==> config.mk <==
export PLATFORM = sky130hd
export DESIGN_NAME = rgb_to_hsv_8bit_flat
export DESIGN_NICKNAME = d
export VERILOG_FILES = /design/src/hw/rtl/rth_pkg.sv /design/src/hw/rtl/rth_if.sv /design/src/hw/rtl/rth_front.sv /design/src/hw/rtl/rth_cell.sv /design/src/hw/rtl/rgb_to_hsv_8bit.sv /design/src/flat_wrapper.sv
export SDC_FILE = /design/constraint.sdc
export NUM_CORES = 1
export LEC_CHECK = 0
export ABC_AREA = 0
export BUFFER_PORTS_ARGS = -buffer_cell sky130_fd_sc_hd__buf_2
export CORE_MARGIN = 2
export CORE_UTILIZATION = 55
export CTS_CLUSTER_DIAMETER = 100
export DETAILED_ROUTE_END_ITERATION = 7
export PLACE_DENSITY = 0.74
export REMOVE_ABC_BUFFERS = 1
export SETUP_SLACK_MARGIN = 0.5
export SLEW_MARGIN = 10
export SYNTH_ARGS = -nofsm -noshare
export SYNTH_HDL_FRONTEND = slang
export SYNTH_SLANG_ARGS = --single-unit
==> constraint.sdc <==
create_clock -name clk_i -period 5.6 [get_ports clk_i]
set_input_delay 0 -clock clk_i [delete_from_list [all_inputs] [get_ports clk_i]]
set_output_delay 0 -clock clk_i [all_outputs]
set_load 0.05 [all_outputs]
==> src/hw/rtl/rth_pkg.sv <==
// Shared types and constants for the RGB to HSV converter.
package rth_pkg;

  localparam int unsigned ChanW   = 8;   // width of one color channel
  localparam int unsigned QuoBits = 8;   // quotient bits, one cell per bit
  localparam int unsigned NumCells = QuoBits;
  localparam int unsigned HueRemW = 11;  // holds 6*d up to 1530
  localparam int unsigned SatRemW = ChanW;

  // Payload handed from cell to cell along the divider chain.
  typedef struct packed {
    logic [HueRemW-1:0] h_rem;
    logic [HueRemW-1:0] h_den;
    logic [QuoBits-1:0] h_quo;
    logic [SatRemW-1:0] s_rem;
    logic [SatRemW-1:0] s_den;
    logic [QuoBits-1:0] s_quo;
    logic               s_full;
    logic [ChanW-1:0]   value;
  } rth_cell_t;

endpackage

==> src/hw/rtl/rth_if.sv <==
// Pixel input and HSV output channel interfaces.
interface rth_pix_if;
  logic                        valid;
  logic                        ready;
  logic [rth_pkg::ChanW-1:0]   red;
  logic [rth_pkg::ChanW-1:0]   green;
  logic [rth_pkg::ChanW-1:0]   blue;

  modport source (output valid, output red, output green, output blue, input ready);
  modport sink   (input valid, input red, input green, input blue, output ready);
endinterface

interface rth_hsv_if;
  logic                        valid;
  logic                        ready;
  logic [rth_pkg::ChanW-1:0]   hue;
  logic [rth_pkg::ChanW-1:0]   saturation;
  logic [rth_pkg::ChanW-1:0]   brightness;

  modport source (output valid, output hue, output saturation, output brightness,
                  input ready);
  modport sink   (input valid, input hue, input saturation, input brightness,
                  output ready);
endinterface

==> src/hw/rtl/rth_front.sv <==
// Front stage: channel ordering, value, and hue/saturation division operands.
module rth_front (
  input  logic                      clk_i,
  input  logic                      rst_ni,
  input  logic                      valid_i,
  output logic                      ready_o,
  input  logic [rth_pkg::ChanW-1:0] red_i,
  input  logic [rth_pkg::ChanW-1:0] green_i,
  input  logic [rth_pkg::ChanW-1:0] blue_i,
  output logic                      valid_o,
  input  logic                      ready_i,
  output rth_pkg::rth_cell_t        data_o
);

  logic                      g_ge_b, r_top;
  logic [rth_pkg::ChanW-1:0] hi1, lo1, mx, other, mn, dlt;
  logic [rth_pkg::HueRemW-1:0] six_d;
  logic signed [8:0]         diff_s;
  logic signed [12:0]        term_s, num_s;
  logic [12:0]               num_abs;
  rth_pkg::rth_cell_t        data_d, data_q;
  logic                      valid_q;

  always_comb begin
    g_ge_b = green_i >= blue_i;
    hi1    = g_ge_b ? green_i : blue_i;
    lo1    = g_ge_b ? blue_i : green_i;
    r_top  = red_i >= hi1;
    mx     = r_top ? red_i : hi1;
    other  = r_top ? hi1 : red_i;
    mn     = (other < lo1) ? other : lo1;
    dlt    = mx - mn;
    six_d  = {1'b0, dlt, 2'b00} + {2'b00, dlt, 1'b0};
    diff_s = $signed({1'b0, other}) - $signed({1'b0, lo1});

    // hue offset in thirds of a turn, scaled by 2*d
    unique case ({r_top, g_ge_b})
      2'b11: term_s = '0;
      2'b10: term_s = -$signed({2'b00, six_d});
      2'b01: term_s = -$signed({4'b0000, dlt, 1'b0});
      2'b00: term_s = $signed({3'b000, dlt, 2'b00});
      default: term_s = '0;
    endcase
    num_s   = term_s + 13'(diff_s);
    num_abs = num_s[12] ? -num_s : num_s;

    // |num| < 6*d whenever d is nonzero, so it fits the hue remainder
    data_d.h_rem  = num_abs[rth_pkg::HueRemW-1:0];
    data_d.h_den  = (dlt == '0) ? rth_pkg::HueRemW'(1) : six_d;
    data_d.h_quo  = '0;
    data_d.s_full = (mn == '0) && (mx != '0);
    data_d.s_rem  = data_d.s_full ? '0 : dlt;
    data_d.s_den  = (mx == '0) ? rth_pkg::SatRemW'(1) : mx;
    data_d.s_quo  = '0;
    data_d.value  = mx;
  end

  assign ready_o = !valid_q || ready_i;

  always_ff @(posedge clk_i or negedge rst_ni) begin
    if (!rst_ni) begin
      valid_q <= 1'b0;
    end else if (ready_o) begin
      valid_q <= valid_i;
    end
  end

  always_ff @(posedge clk_i) begin
    if (valid_i && ready_o) begin
      data_q <= data_d;
    end
  end

  assign valid_o = valid_q;
  assign data_o  = data_q;

endmodule

==> src/hw/rtl/rth_cell.sv <==
// One divider cell: produces one hue and one saturation quotient bit.
module rth_cell (
  input  logic               clk_i,
  input  logic               rst_ni,
  input  logic               valid_i,
  output logic               ready_o,
  input  rth_pkg::rth_cell_t data_i,
  output logic               valid_o,
  input  logic               ready_i,
  output rth_pkg::rth_cell_t data_o
);

  logic [rth_pkg::HueRemW:0] h_sh, h_sub;
  logic [rth_pkg::SatRemW:0] s_sh, s_sub;
  logic                      h_ge, s_ge;
  rth_pkg::rth_cell_t        data_d, data_q;
  logic                      valid_q;

  always_comb begin
    h_sh  = {data_i.h_rem, 1'b0};
    h_sub = h_sh - {1'b0, data_i.h_den};
    h_ge  = h_sh >= {1'b0, data_i.h_den};
    s_sh  = {data_i.s_rem, 1'b0};
    s_sub = s_sh - {1'b0, data_i.s_den};
    s_ge  = s_sh >= {1'b0, data_i.s_den};

    data_d       = data_i;
    // remainder stays below the divisor, so the top bit drops
    data_d.h_rem = h_ge ? h_sub[rth_pkg::HueRemW-1:0] : h_sh[rth_pkg::HueRemW-1:0];
    data_d.h_quo = {data_i.h_quo[rth_pkg::QuoBits-2:0], h_ge};
    data_d.s_rem = s_ge ? s_sub[rth_pkg::SatRemW-1:0] : s_sh[rth_pkg::SatRemW-1:0];
    data_d.s_quo = {data_i.s_quo[rth_pkg::QuoBits-2:0], s_ge};
  end

  assign ready_o = !valid_q || ready_i;

  always_ff @(posedge clk_i or negedge rst_ni) begin
    if (!rst_ni) begin
      valid_q <= 1'b0;
    end else if (ready_o) begin
      valid_q <= valid_i;
    end
  end

  always_ff @(posedge clk_i) begin
    if (valid_i && ready_o) begin
      data_q <= data_d;
    end
  end

  assign valid_o = valid_q;
  assign data_o  = data_q;

endmodule

==> src/hw/rtl/rgb_to_hsv_8bit.sv <==
// Pipeline: 1 front stage + 8 divider cells, each a registered stage.
// Throughput: one pixel per cycle unless hsv_o stalls; each cell resolves one
// quotient bit of hue and saturation; empty cells keep taking requests in a stall.
// Reset: asynchronous active-low rst_ni clears all stage valid flags; payload
// registers are not reset. No state carries between pixels.
module rgb_to_hsv_8bit (
  input  logic          clk_i,
  input  logic          rst_ni,
  rth_pix_if.sink       pix_i,
  rth_hsv_if.source     hsv_o
);

  rth_pkg::rth_cell_t                   cdata [rth_pkg::NumCells+1];
  logic [rth_pkg::NumCells:0]           cvalid;
  logic [rth_pkg::NumCells:0]           cready;
  rth_pkg::rth_cell_t                   last;

  rth_front u_front (
    .clk_i   (clk_i),
    .rst_ni  (rst_ni),
    .valid_i (pix_i.valid),
    .ready_o (pix_i.ready),
    .red_i   (pix_i.red),
    .green_i (pix_i.green),
    .blue_i  (pix_i.blue),
    .valid_o (cvalid[0]),
    .ready_i (cready[0]),
    .data_o  (cdata[0])
  );

  for (genvar i = 0; i < rth_pkg::NumCells; i++) begin : g_cell
    rth_cell u_cell (
      .clk_i   (clk_i),
      .rst_ni  (rst_ni),
      .valid_i (cvalid[i]),
      .ready_o (cready[i]),
      .data_i  (cdata[i]),
      .valid_o (cvalid[i+1]),
      .ready_i (cready[i+1]),
      .data_o  (cdata[i+1])
    );
  end

  assign cready[rth_pkg::NumCells] = hsv_o.ready;
  assign last             = cdata[rth_pkg::NumCells];
  assign hsv_o.valid      = cvalid[rth_pkg::NumCells];
  assign hsv_o.hue        = last.h_quo;
  // min of zero gives a ratio of exactly one, shown as full scale
  assign hsv_o.saturation = last.s_full ? '1 : last.s_quo;
  assign hsv_o.brightness = last.value;

  a_front_fill: assert property (@(posedge clk_i) disable iff (!rst_ni)
    pix_i.valid && pix_i.ready |=> cvalid[0])
    else $error("accepted request did not reach the front stage");

  a_drain_ready: assert property (@(posedge clk_i) disable iff (!rst_ni)
    !hsv_o.valid |-> pix_i.ready)
    else $error("input stalled with an empty output stage");

  a_black: assert property (@(posedge clk_i) disable iff (!rst_ni)
    hsv_o.valid && hsv_o.brightness == '0 |-> hsv_o.saturation == '0 && hsv_o.hue == '0)
    else $error("black pixel with nonzero hue or saturation");

endmodule
==> src/flat_wrapper.sv <==
// flat-port wrapper written by rule: the top's interface ports become plain ports
module rgb_to_hsv_8bit_flat 
  (clk_i, rst_ni, pix_i_valid, pix_i_red, pix_i_green, pix_i_blue, pix_i_ready, hsv_o_valid, hsv_o_hue, hsv_o_saturation, hsv_o_brightness, hsv_o_ready);
  rth_pix_if pix_i_i ();
  rth_hsv_if hsv_o_i ();
  input  logic clk_i;
  input  logic rst_ni;
  input wire logic [$bits(pix_i_i.valid)-1:0] pix_i_valid;
  input wire logic [$bits(pix_i_i.red)-1:0] pix_i_red;
  input wire logic [$bits(pix_i_i.green)-1:0] pix_i_green;
  input wire logic [$bits(pix_i_i.blue)-1:0] pix_i_blue;
  output wire logic [$bits(pix_i_i.ready)-1:0] pix_i_ready;
  output wire logic [$bits(hsv_o_i.valid)-1:0] hsv_o_valid;
  output wire logic [$bits(hsv_o_i.hue)-1:0] hsv_o_hue;
  output wire logic [$bits(hsv_o_i.saturation)-1:0] hsv_o_saturation;
  output wire logic [$bits(hsv_o_i.brightness)-1:0] hsv_o_brightness;
  input wire logic [$bits(hsv_o_i.ready)-1:0] hsv_o_ready;
  assign pix_i_i.valid = pix_i_valid;
  assign pix_i_i.red = pix_i_red;
  assign pix_i_i.green = pix_i_green;
  assign pix_i_i.blue = pix_i_blue;
  assign pix_i_ready = pix_i_i.ready;
  assign hsv_o_valid = hsv_o_i.valid;
  assign hsv_o_hue = hsv_o_i.hue;
  assign hsv_o_saturation = hsv_o_i.saturation;
  assign hsv_o_brightness = hsv_o_i.brightness;
  assign hsv_o_i.ready = hsv_o_ready;
  rgb_to_hsv_8bit u_core (.clk_i(clk_i), .rst_ni(rst_ni), .pix_i(pix_i_i), .hsv_o(hsv_o_i));
endmodule
==> results by group, run 1 <==
Floorplanning
  – IO Pins: 54
  – Die Y: between 200 and 250 um
  – Initial Util: a little under three fifths
  – Die extent in x: ~220 um
  – Row count: 77
  – Die area: about 47,000 um2
  – Placeable Area: 44,300 um2

Yosys
  – Post-synth top area cell: edfxtp_1
  – Share of the synthesized area in the top cell type: 55.4%
  – Top_reg_cell synth: edfxtp_1
  – Gate Count Post-Synth: 2,103
  – Post-synthesis sequential area ratio: between 50% and 60%
  – Mean Syn Cell Area: 11.8 um2
  – Register bit total from synthesis: about 470
  – Post-synth cell types: 73
  – Mapped Area: 24,800 um2
  – Yosys warnings: 0
  – Synth cell count leaders: 457 x edfxtp_1, 238 x inv_1, 202 x ha_1
  – Top post-synthesis cells by area: edfxtp_1 55%, ha_1 10%, inv_1 3.6%
  – Most frequent cell after synthesis: edfxtp_1
  – Post-synth ARST share: 1.93%
  – EDFF count, synth: 457

STA
  – Tightest Pin Transition: 1.24 ns
  – RSZ-0062 raised after global routing: true
  – Fin crit period: 8.94 ns
  – Setup violations, final: 22
  – Setup ws final: -3.34 ns
  – Clock Skews: ~0.016 ns
  – Final Cycle Share: 160%
  – Slew Limit Fails: 0
  – Final hold viol count: 0
  – Fmax: 112 MHz
  – Max transition margin: 17.3%

CTS
  – Sink Count: roughly 470
  – Root buf cell: clkbuf_16
  – Clock Latency Late Sink: 0.54 ns
  – TritonCTS clock tree: yes
  – Clock buffer depth: 3
  – Num CTS Buffers: 44
  – Clock transition at the registers of the reported paths: ~0.06 ns
  – H-tree depth: 2

Outcome
  – Failing checks: negative setup slack
  – Status: complete, but fails checks

Setup path
  – CP max FO: 5
  – CP Data Arrival Time: 9.22 ns
  – Critical path capture point type: flip-flop
  – Worst path required time: 5.88 ns
  – Startpoint types: input pin
  – Reg2reg path depth: 15
  – RR Endpoint: u_core.g_cell[0].u_cell.data_o[61]
  – CP max stage delay: 0.39 ns
  – Reg-to-reg critical path startpoint: u_core.u_front.data_o[53]
  – Worst setup path startpoint: pix_i_green[0]
  – Setup CP Type: in -> reg
  – Flop2flop setup slack: 1.40 ns
  – Crit path max-delay cell type: a2111oi_4

Route
  – Vias: 16,500
  – Antenna Nets Post-Route: 0
  – Via density: 5.37
  – # DRC: 0
  – WL/cell: between 15 and 20 um
  – Detailed Routing Iterations Pass 1: 5
  – Initial drt markers: 953
  – Final WL: 46.9 mm

Final layout
  – Utilization after layout: 67.9%
  – Area occupied by multi-input gates: 10,400 um2
  – Fill cell count: 3,010
  – Antenna cells: 0
  – # nets final: around 2,700
  – Area grow syn2layout: 21.5%
  – Seq. cell area: roughly 14,000 um2
  – Layout cells sized above 1: a little under a quarter

Global route
  – Largest net degree at the start of global routing: 62
  – Overall routing resource usage: 19.9%
  – Overflow after GRT: 0
  – Initial antenna violation count: 0
  – Wire length of the first global-routing pass: 77.0 mm
  – Vias in the first global route: 16,600

Worst hold path
  – Hold path depth: 5
  – Hold Path Class: in -> reg
  – Worst Hold Launch: pix_i_red[5]
  – Hold EP: u_core.u_front.data_o[22]

Placement
  – Post-DP HPWL: 33.5 mm
  – Routability cong.: 0.915
  – Port bufs: 53

Flow run
  – Max_cap viols: 0
==> metrics by stage <==
step           area (um2)  setup TNS (ns)  std cells  worst slack, ns  hold WS, ns
3_3_place_gp        27200          -59.06       2919            -4.04       -0.146
4_1_cts             29700          -38.86       3043            -3.20       0.0262
6_report            30100          -41.84       3063            -3.34       0.0682
2_1_floorplan       24500         -119.33       2049            -6.40       -0.296
5_1_grt             30100          -48.89       3063            -3.69       0.0694
3_5_place_dp        27200          -69.59       2919            -4.57       -0.127
==> critical path: cells and delay by family <==
family / cells / cell delay (ns)
AOI/OAI and AO/OA: 19 / 3.98
xor gates and xnor gates: 5 / 0.92
adders and majority gates: 7 / 1.71
buffers and inverters: 6 / 0.65
muxes: 3 / 0.55
and+or+nand+nor: 9 / 1.39
==> how the worst max path moves through the flow <==
stage	end	slack [ns]	cells past startpoint
after detailed placement	u_core.u_front.data_o[53]	-4.57	47
final	u_core.u_front.data_o[54]	-3.34	49
after global routing	u_core.u_front.data_o[62]	-3.69	52
after floorplan	u_core.u_front.data_o[53]	-6.40	48
after CTS	u_core.u_front.data_o[54]	-3.20	51
after global placement	u_core.u_front.data_o[62]	-4.04	48
==> what timing repair did <==
item / in CTS / in global routing
endpoints found under the setup margin: 29 / 30
hold endpoints to repair: 14 / 0
setup buffers: 35 / 20
hold buffers: 5 / 0
pin swaps: 53 / 49
gates cloned: 4 / 0
resized for setup: 141 / 60
==> cell usage in the layout (no fill, tap or decap), types with 15 or more instances in the layout <==
cell type,instances
and2_1,44
inv_1,230
nor2_1,122
fa_1,16
a21oi_1,53
buf_2,50
o211a_1,15
xor2_1,42
ha_1,185
o31ai_1,57
nand3_1,17
buf_4,244
o21a_1,17
edfxtp_1,457
o21ai_0,162
nand4_1,26
a21oi_2,15
a21o_1,54
nor2b_1,38
clkbuf_16,45
nand2_1,160
xnor2_1,36
buf_6,36
nand2b_1,54
==> per-layer routing <==
layer  part of all wire, %  track usage, %  vias to the layer above
met5                     0               0                        -
met3                   3.6            2.48                      103
met1                    40            22.8                     7810
li1                      -               -                     8180
met2                    53            37.8                      357
met4                   3.2            7.24                        0
==> layout make-up <==
| cell class | instances | share of cell area, % |
|---|---|---|
| sequential | 466 | 46.3 |
| clock buffer | 53 | 3.84 |
| multi-input combinational | 1345 | 34.6 |
| clock inverter | 27 | 1.02 |
| tap | 592 | 2.46 |
| inverter | 239 | 3.03 |
| timing repair buffer | 341 | 8.76 |
==> flip-flops by register name, indices dropped and copies added (netlist names) <==
signal and cells:
u_core.g_cell.u_cell.valid_o 8, u_core.g_cell.u_cell.data_o 410, u_core.u_front.data_o 47, u_core.u_front.valid_o 1
==> cells by family after synthesis <==
logic type	after synthesis	share of synthesized area, %
AOI/OAI and AO/OA	456	12.1
and+or+nand+nor	560	11.1
xor gates and xnor gates	91	3.31
buffers and inverters	293	4.72
muxes	17	0.758
adders and majority gates	220	11.7
DFF	466	56.3
Power of run 1 is not shown: default switching activity piles up to over one toggle a cycle in this logic, so the estimate is an artifact.
==> run 2, diff against run 1 <==
--- a/config.mk
+++ b/config.mk
@@ -9,6 +9,7 @@
 export BUFFER_PORTS_ARGS = -buffer_cell sky130_fd_sc_hd__buf_2
 export CORE_MARGIN = 2
 export CORE_UTILIZATION = 55
+export CTS_BUF_LIST = sky130_fd_sc_hd__clkbuf_8 sky130_fd_sc_hd__clkbuf_16
 export CTS_CLUSTER_DIAMETER = 100
 export DETAILED_ROUTE_END_ITERATION = 7
 export PLACE_DENSITY = 0.74
@@ -18,3 +19,4 @@
 export SYNTH_ARGS = -nofsm -noshare
 export SYNTH_HDL_FRONTEND = slang
 export SYNTH_SLANG_ARGS = --single-unit
+export TNS_END_PERCENT = 30
==> run 2 against run 1 <==
The flow still finishes with violations (negative setup slack). Utilization down 1.3 points. Clock-buffer cell count shrank 8. Sequential cell count did not move. Global-route usage shrank 0.33 points. Non-clock buffer count decreased by 31. Cell area is 1.9% lower. Sequential share of layout area increased by 0.88 points. Routed wire length fell by 2.8%. Highest routed layer unchanged.
==> results by group, run 2 (same netlist as run 1, synthesis figures left out) <==
Setup path
  – Startpoint types: input pin (unchanged)
  – Crit path max-delay cell type: a2111oi_4 (unchanged)
  – Setup CP Type: in -> reg (unchanged)
  – CP most frequent cell: a21o_1
  – Worst path required time: 5.88 ns (about the same)
  – Critical path capture point type: flip-flop (unchanged)
  – CP max FO: 5 (unchanged)
  – CP max stage delay: 0.39 ns (about the same)
  – CP Data Arrival Time: 9.25 ns (was 9.22 ns)

Final layout
  – Finished Cell Area: 29,500 um2 (was 30,100 um2)
  – Most common cell after layout, fill and taps aside: edfxtp_1 (unchanged)
  – # nets final: 2,654 (was 2,685)
  – Fill cell count: 3,150 (was 3,010)
  – Largest register FFs: 410 (unchanged)
  – Area grow syn2layout: 19.3% (was 21.5%)
  – Layout cells sized above 1: 20.4% (was 22.5%)
  – Most frequent cells in the layout: 457 x edfxtp_1, 241 x inv_1, 240 x buf_4 (was 457 x edfxtp_1, 244 x buf_4, 230 x inv_1)
  – Seq. cell area: 13,900 um2 (unchanged)
  – Area occupied by multi-input gates: 10,200 um2 (was 10,400 um2)
  – Antenna cells: 0 (unchanged)

Floorplanning
  – Placeable Area: 44,300 um2 (unchanged)
  – Die Y: 216 um (unchanged)
  – Die area: 46,700 um2 (unchanged)
  – Row count: 77 (unchanged)
  – IO Pins: 54 (unchanged)
  – Die extent in x: 216 um (unchanged)
  – Initial Util: 55.9% (unchanged)

Route
  – Antenna Nets Post-Route: 0 (unchanged)
  – M1 wire length: 18.4 mm (was 18.8 mm)
  – WL/cell: 15.0 um (was 15.3 um)
  – Metal2 WL: 24.1 mm (was 24.9 mm)
  – Vias: 16,200 (was 16,500)
  – Top layer in use: met4 (unchanged)
  – Via density: 5.34 (was 5.37)
  – # DRC: 0 (unchanged)
  – Detailed Routing Iterations Pass 1: 7 (was 5)
  – Initial drt markers: 859 (was 953)
  – Final WL: 45.6 mm (was 46.9 mm)
  – WL met3: 1.63 mm (was 1.68 mm)

Placement
  – Post-DP Area: 27,200 um2 (unchanged)
  – Routability cong.: 0.915 (unchanged)
  – Port bufs: 53 (unchanged)
  – Post-DP HPWL: 33.5 mm (unchanged)

STA
  – Max transition margin: 18.0% (was 17.3%)
  – Final hold viol count: 0 (unchanged)
  – Setup ws final: -3.37 ns (was -3.34 ns)
  – Final Cycle Share: 160% (about the same)
  – Tightest Pin Transition: 1.23 ns (was 1.24 ns)
  – Slew Limit Fails: 0 (unchanged)
  – Clock Skews: 0.0167 ns (was 0.0159 ns)
  – Fmax: 112 MHz (about the same)
  – Setup violations, final: 23 (was 22)
  – Fin crit period: 8.97 ns (was 8.94 ns)
  – RSZ-0062 raised after global routing: true (unchanged)

Outcome
  – Status: complete, but fails checks (unchanged)
  – Failing checks: negative setup slack (unchanged)

Global route
  – Wire length of the first global-routing pass: 75.9 mm (was 77.0 mm)
  – Overall routing resource usage: 19.6% (was 19.9%)
  – Overflow after GRT: 0 (unchanged)
  – Vias in the first global route: 16,400 (was 16,600)
  – Largest net degree at the start of global routing: 62 (unchanged)
  – Initial antenna violation count: 0 (unchanged)

CTS
  – Clock Latency Late Sink: 0.54 ns (about the same)
  – Sink Count: 466 (unchanged)
  – Clock buffer depth: 3 (unchanged)
  – Clock transition at the registers of the reported paths: 0.06 ns (about the same)
  – Root buf cell: clkbuf_16 (unchanged)
  – TritonCTS clock tree: yes (unchanged)
  – H-tree depth: 2 (unchanged)
  – Num CTS Buffers: 44 (unchanged)

Worst hold path
  – Hold Path Class: in -> reg (unchanged)

Flow run
  – Max_cap viols: 0 (unchanged)
run 2: changes by cell type in the layout (fill, tap and decap cells not counted), sizes merged:
| cell | before | now |
|---|---|---|
| clkbuf | 53 | 45 |
| inv | 241 | 249 |
| buf | 336 | 305 |
run 2: through the flow:
step           hold slack, ns  worst slack (ns)  TNS (ns)  instances  utilization, %
6_report               0.0622             -3.37    -39.92       3032            66.7
3_5_place_dp           -0.127             -4.57    -69.59       2919            61.5
3_3_place_gp           -0.146             -4.04    -59.06       2919            61.5
2_1_floorplan          -0.296             -6.40   -119.33       2049               -
4_1_cts                0.0262             -3.25    -38.29       3024            66.2
5_1_grt                0.0694             -3.78    -47.85       3032            66.7
run 2: what timing repair did:
item | in CTS | in global routing
pin swaps | 50 | 40
buffers inserted | 17 | 8
hold buffers | 5 | 0
endpoints found under the setup margin | 29 | 30
endpoints found under the hold margin | 14 | 0
cloned | 3 | 0
resized for setup | 93 | 38
run 2: final cells by class:
type	count	area share, %
clock buffers	45	3.81
clock inverters	35	1.14
inverters	239	3.07
multi-input cells	1345	34.6
flip-flops and latches	466	47.2
well taps	592	2.51
repair buffers	310	7.70
run 2: worst paths after layout:
kind / start / end / slack, ns / cells past startpoint
worst max-delay path: pix_i_green[0] / u_core.u_front.data_o[54] / -3.37 / 53
min in group asynchronous: rst_ni / u_core.g_cell[5].u_cell.valid_o / 0.51 / 3
worst min-delay path: pix_i_red[5] / u_core.u_front.data_o[22] / 0.06 / 5
worst max register to register: u_core.g_cell[5].u_cell.data_o[43] / u_core.g_cell[6].u_cell.data_o[61] / 1.41 / 16
worst min register to register: u_core.g_cell[2].u_cell.data_o[7] / u_core.g_cell[3].u_cell.data_o[7] / 0.41 / 0
max in group asynchronous: rst_ni / u_core.g_cell[3].u_cell.valid_o / 4.76 / 3
run 2: critical path: cells and delay by family:
kind                       cells  cell delay (ns)
buffers and inverters          8             0.68
and+or+nand+nor               10             1.56
xor gates and xnor gates       5             0.79
muxes                          3             0.55
AOI/OAI and AO/OA             21             4.21
adders and majority gates      6             1.45
run 2: routing by layer:
| metal | track usage (%) | vias to the layer above |
|---|---|---|
| li1 | - | 8116 |
| met2 | 36.9 | 352 |
| met3 | 2.55 | 99 |
| met1 | 22.5 | 7614 |
| met4 | 7.24 | 0 |
| met5 | 0 | - |
Power of run 2 is left out for the same reason.
==> run 3, diff against run 2 <==
--- a/config.mk
+++ b/config.mk
@@ -14,7 +14,7 @@
 export DETAILED_ROUTE_END_ITERATION = 7
 export PLACE_DENSITY = 0.74
 export REMOVE_ABC_BUFFERS = 1
-export SETUP_SLACK_MARGIN = 0.5
+export SETUP_SLACK_MARGIN = 0.15
 export SLEW_MARGIN = 10
 export SYNTH_ARGS = -nofsm -noshare
 export SYNTH_HDL_FRONTEND = slang
==> run 3 against run 2 <==
The flow still finishes with violations (negative setup slack). Sequential share of layout area hardly changed. Setup slack worse by 0.048 ns. Register-to-register slack hardly changed. Clock-buffer cell count stayed put. Global-route usage hardly changed. Routed wire length hardly changed. Clock skew is 0.00070 ns lower. Sequential cell count stayed put. Fmax is 0.54% lower. Worst hold slack better by 0.0046 ns.
==> results by group, run 3 (same netlist as run 1, synthesis figures left out) <==
Outcome
  – Status: complete, but fails checks (unchanged)
  – Failing checks: negative setup slack (unchanged)

Global route
  – Overall routing resource usage: 19.6% (about the same)
  – Initial antenna violation count: 0 (unchanged)
  – Vias in the first global route: 16,400 (about the same)
  – Overflow after GRT: 0 (unchanged)
  – Wire length of the first global-routing pass: 75.9 mm (about the same)
  – Largest net degree at the start of global routing: 62 (unchanged)

Route
  – Metal2 WL: 24.0 mm (was 24.1 mm)
  – Via density: 5.34 (about the same)
  – Initial drt markers: 863 (was 859)
  – WL met3: 1.60 mm (was 1.63 mm)
  – Top layer in use: met4 (unchanged)
  – Antenna Nets Post-Route: 0 (unchanged)
  – # DRC: 0 (unchanged)
  – M1 wire length: 18.5 mm (was 18.4 mm)
  – Vias: 16,200 (about the same)
  – Final WL: 45.6 mm (about the same)
  – Detailed Routing Iterations Pass 1: 7 (unchanged)
  – WL/cell: 15.0 um (about the same)

Setup path
  – Startpoint types: input pin (unchanged)
  – Flop2flop setup slack: 1.40 ns (was 1.41 ns)
  – Critical path capture point type: flip-flop (unchanged)
  – CP most frequent cell: buf_6 (was a21o_1)
  – Reg2reg path depth: 16 (unchanged)
  – Worst path required time: 5.90 ns (was 5.88 ns)
  – RR Endpoint: u_core.g_cell[6].u_cell.data_o[61] (unchanged)
  – Reg-to-reg critical path startpoint: u_core.g_cell[5].u_cell.data_o[43] (unchanged)
  – CP max FO: 5 (unchanged)
  – CP Data Arrival Time: 9.31 ns (was 9.25 ns)
  – Crit path max-delay cell type: fa_2 (was a2111oi_4)
  – CP max stage delay: 0.42 ns (was 0.39 ns)
  – Setup CP Type: in -> reg (unchanged)

Floorplanning
  – Initial Util: 55.9% (unchanged)
  – Row count: 77 (unchanged)
  – Die extent in x: 216 um (unchanged)
  – Die area: 46,700 um2 (unchanged)
  – Die Y: 216 um (unchanged)
  – Placeable Area: 44,300 um2 (unchanged)
  – IO Pins: 54 (unchanged)

Final layout
  – Most frequent cells in the layout: 457 x edfxtp_1, 242 x buf_4, 239 x inv_1 (was 457 x edfxtp_1, 241 x inv_1, 240 x buf_4)
  – Most common cell after layout, fill and taps aside: edfxtp_1 (unchanged)
  – Antenna cells: 0 (unchanged)
  – # nets final: 2,657 (was 2,654)
  – Area grow syn2layout: 19.2% (was 19.3%)
  – Finished Cell Area: 29,500 um2 (about the same)
  – Utilization after layout: 66.6% (was 66.7%)
  – Largest register FFs: 410 (unchanged)
  – Layout cells sized above 1: 20.3% (was 20.4%)

STA
  – Max transition margin: 17.3% (was 18.0%)
  – Setup ws final: -3.42 ns (was -3.37 ns)
  – Tightest Pin Transition: 1.24 ns (was 1.23 ns)
  – Fmax: 111 MHz (was 112 MHz)
  – Final Cycle Share: 161% (was 160%)
  – Slew Limit Fails: 0 (unchanged)
  – Final hold viol count: 0 (unchanged)
  – Setup violations, final: 23 (unchanged)
  – Fin crit period: 9.02 ns (was 8.97 ns)
  – RSZ-0062 raised after global routing: true (unchanged)
  – Clock Skews: 0.0160 ns (was 0.0167 ns)

Placement
  – Port bufs: 53 (unchanged)
  – Routability cong.: 0.915 (unchanged)
  – Post-DP HPWL: 33.5 mm (unchanged)
  – Post-DP Area: 27,200 um2 (unchanged)

CTS
  – Clock transition at the registers of the reported paths: 0.06 ns (about the same)
  – Clock Latency Late Sink: 0.54 ns (about the same)
  – Num CTS Buffers: 44 (unchanged)
  – Root buf cell: clkbuf_16 (unchanged)
  – TritonCTS clock tree: yes (unchanged)
  – Clock buffer depth: 3 (unchanged)
  – Sink Count: 466 (unchanged)
  – H-tree depth: 2 (unchanged)

Worst hold path
  – Hold Path Class: in -> reg (unchanged)
  – Worst Hold Launch: pix_i_red[5] (unchanged)
  – Hold path depth: 5 (unchanged)
  – Hold EP: u_core.u_front.data_o[22] (unchanged)

Flow run
  – Max_cap viols: 0 (unchanged)
-- run 3: layout make-up --
type / count / area (um2)
multi-input cells: 1345 / 10200
flip-flops and latches: 466 / 13900
repair buffers: 313 / 2300
inverters: 239 / 907
clock buffers: 45 / 1130
well taps: 592 / 741
clock inverters: 35 / 338
fillers: 3133 / 14800
-- run 3: stage by stage --
stage / setup TNS (ns) / hold WS [ns] / setup WS (ns) / instances
after floorplan: -119.33 / -0.296 / -6.40 / 2049
after global placement: -59.06 / -0.146 / -4.04 / 2919
after detailed placement: -69.59 / -0.127 / -4.57 / 2919
after CTS: -38.29 / 0.0262 / -3.25 / 3024
after global routing: -48.00 / 0.0702 / -3.77 / 3035
final: -40.90 / 0.0668 / -3.42 / 3035
-- run 3: repair_timing --
action	in CTS	in global routing
buffers inserted	17	11
gates resized for setup	91	33
endpoints found under the hold margin	14	0
pin swaps	50	25
cloned	3	0
setup endpoints to repair	27	27
hold buffers	5	0
-- run 3: metal layers --
layer  track usage [%]  up-vias
met5                 0        -
met4              7.24        0
met3              2.55       97
met2              36.9      334
met1              22.5     7644
li1                  -     8136
-- run 3: how the worst max path moves through the flow --
stage,from,to,depth (start not counted)
after global placement,pix_i_green[0],u_core.u_front.data_o[62],48
after floorplan,pix_i_blue[5],u_core.u_front.data_o[53],48
after global routing,pix_i_green[0],u_core.u_front.data_o[53],51
final,pix_i_blue[5],u_core.u_front.data_o[53],51
after detailed placement,pix_i_blue[5],u_core.u_front.data_o[53],47
after CTS,pix_i_green[0],u_core.u_front.data_o[54],50
-- run 3: worst max-delay path: cells and delay by family --
| kind | cells | cell delay, ns |
|---|---|---|
| AO/OA/AOI/OAI | 19 | 3.65 |
| XOR/XNOR | 5 | 0.80 |
| adder cells (fa/ha/maj) | 7 | 2.02 |
| buffers and inverters | 7 | 0.84 |
| multiplexers | 3 | 0.65 |
| AND/OR/NAND/NOR | 10 | 1.36 |
Power of run 3 is left out for the same reason.
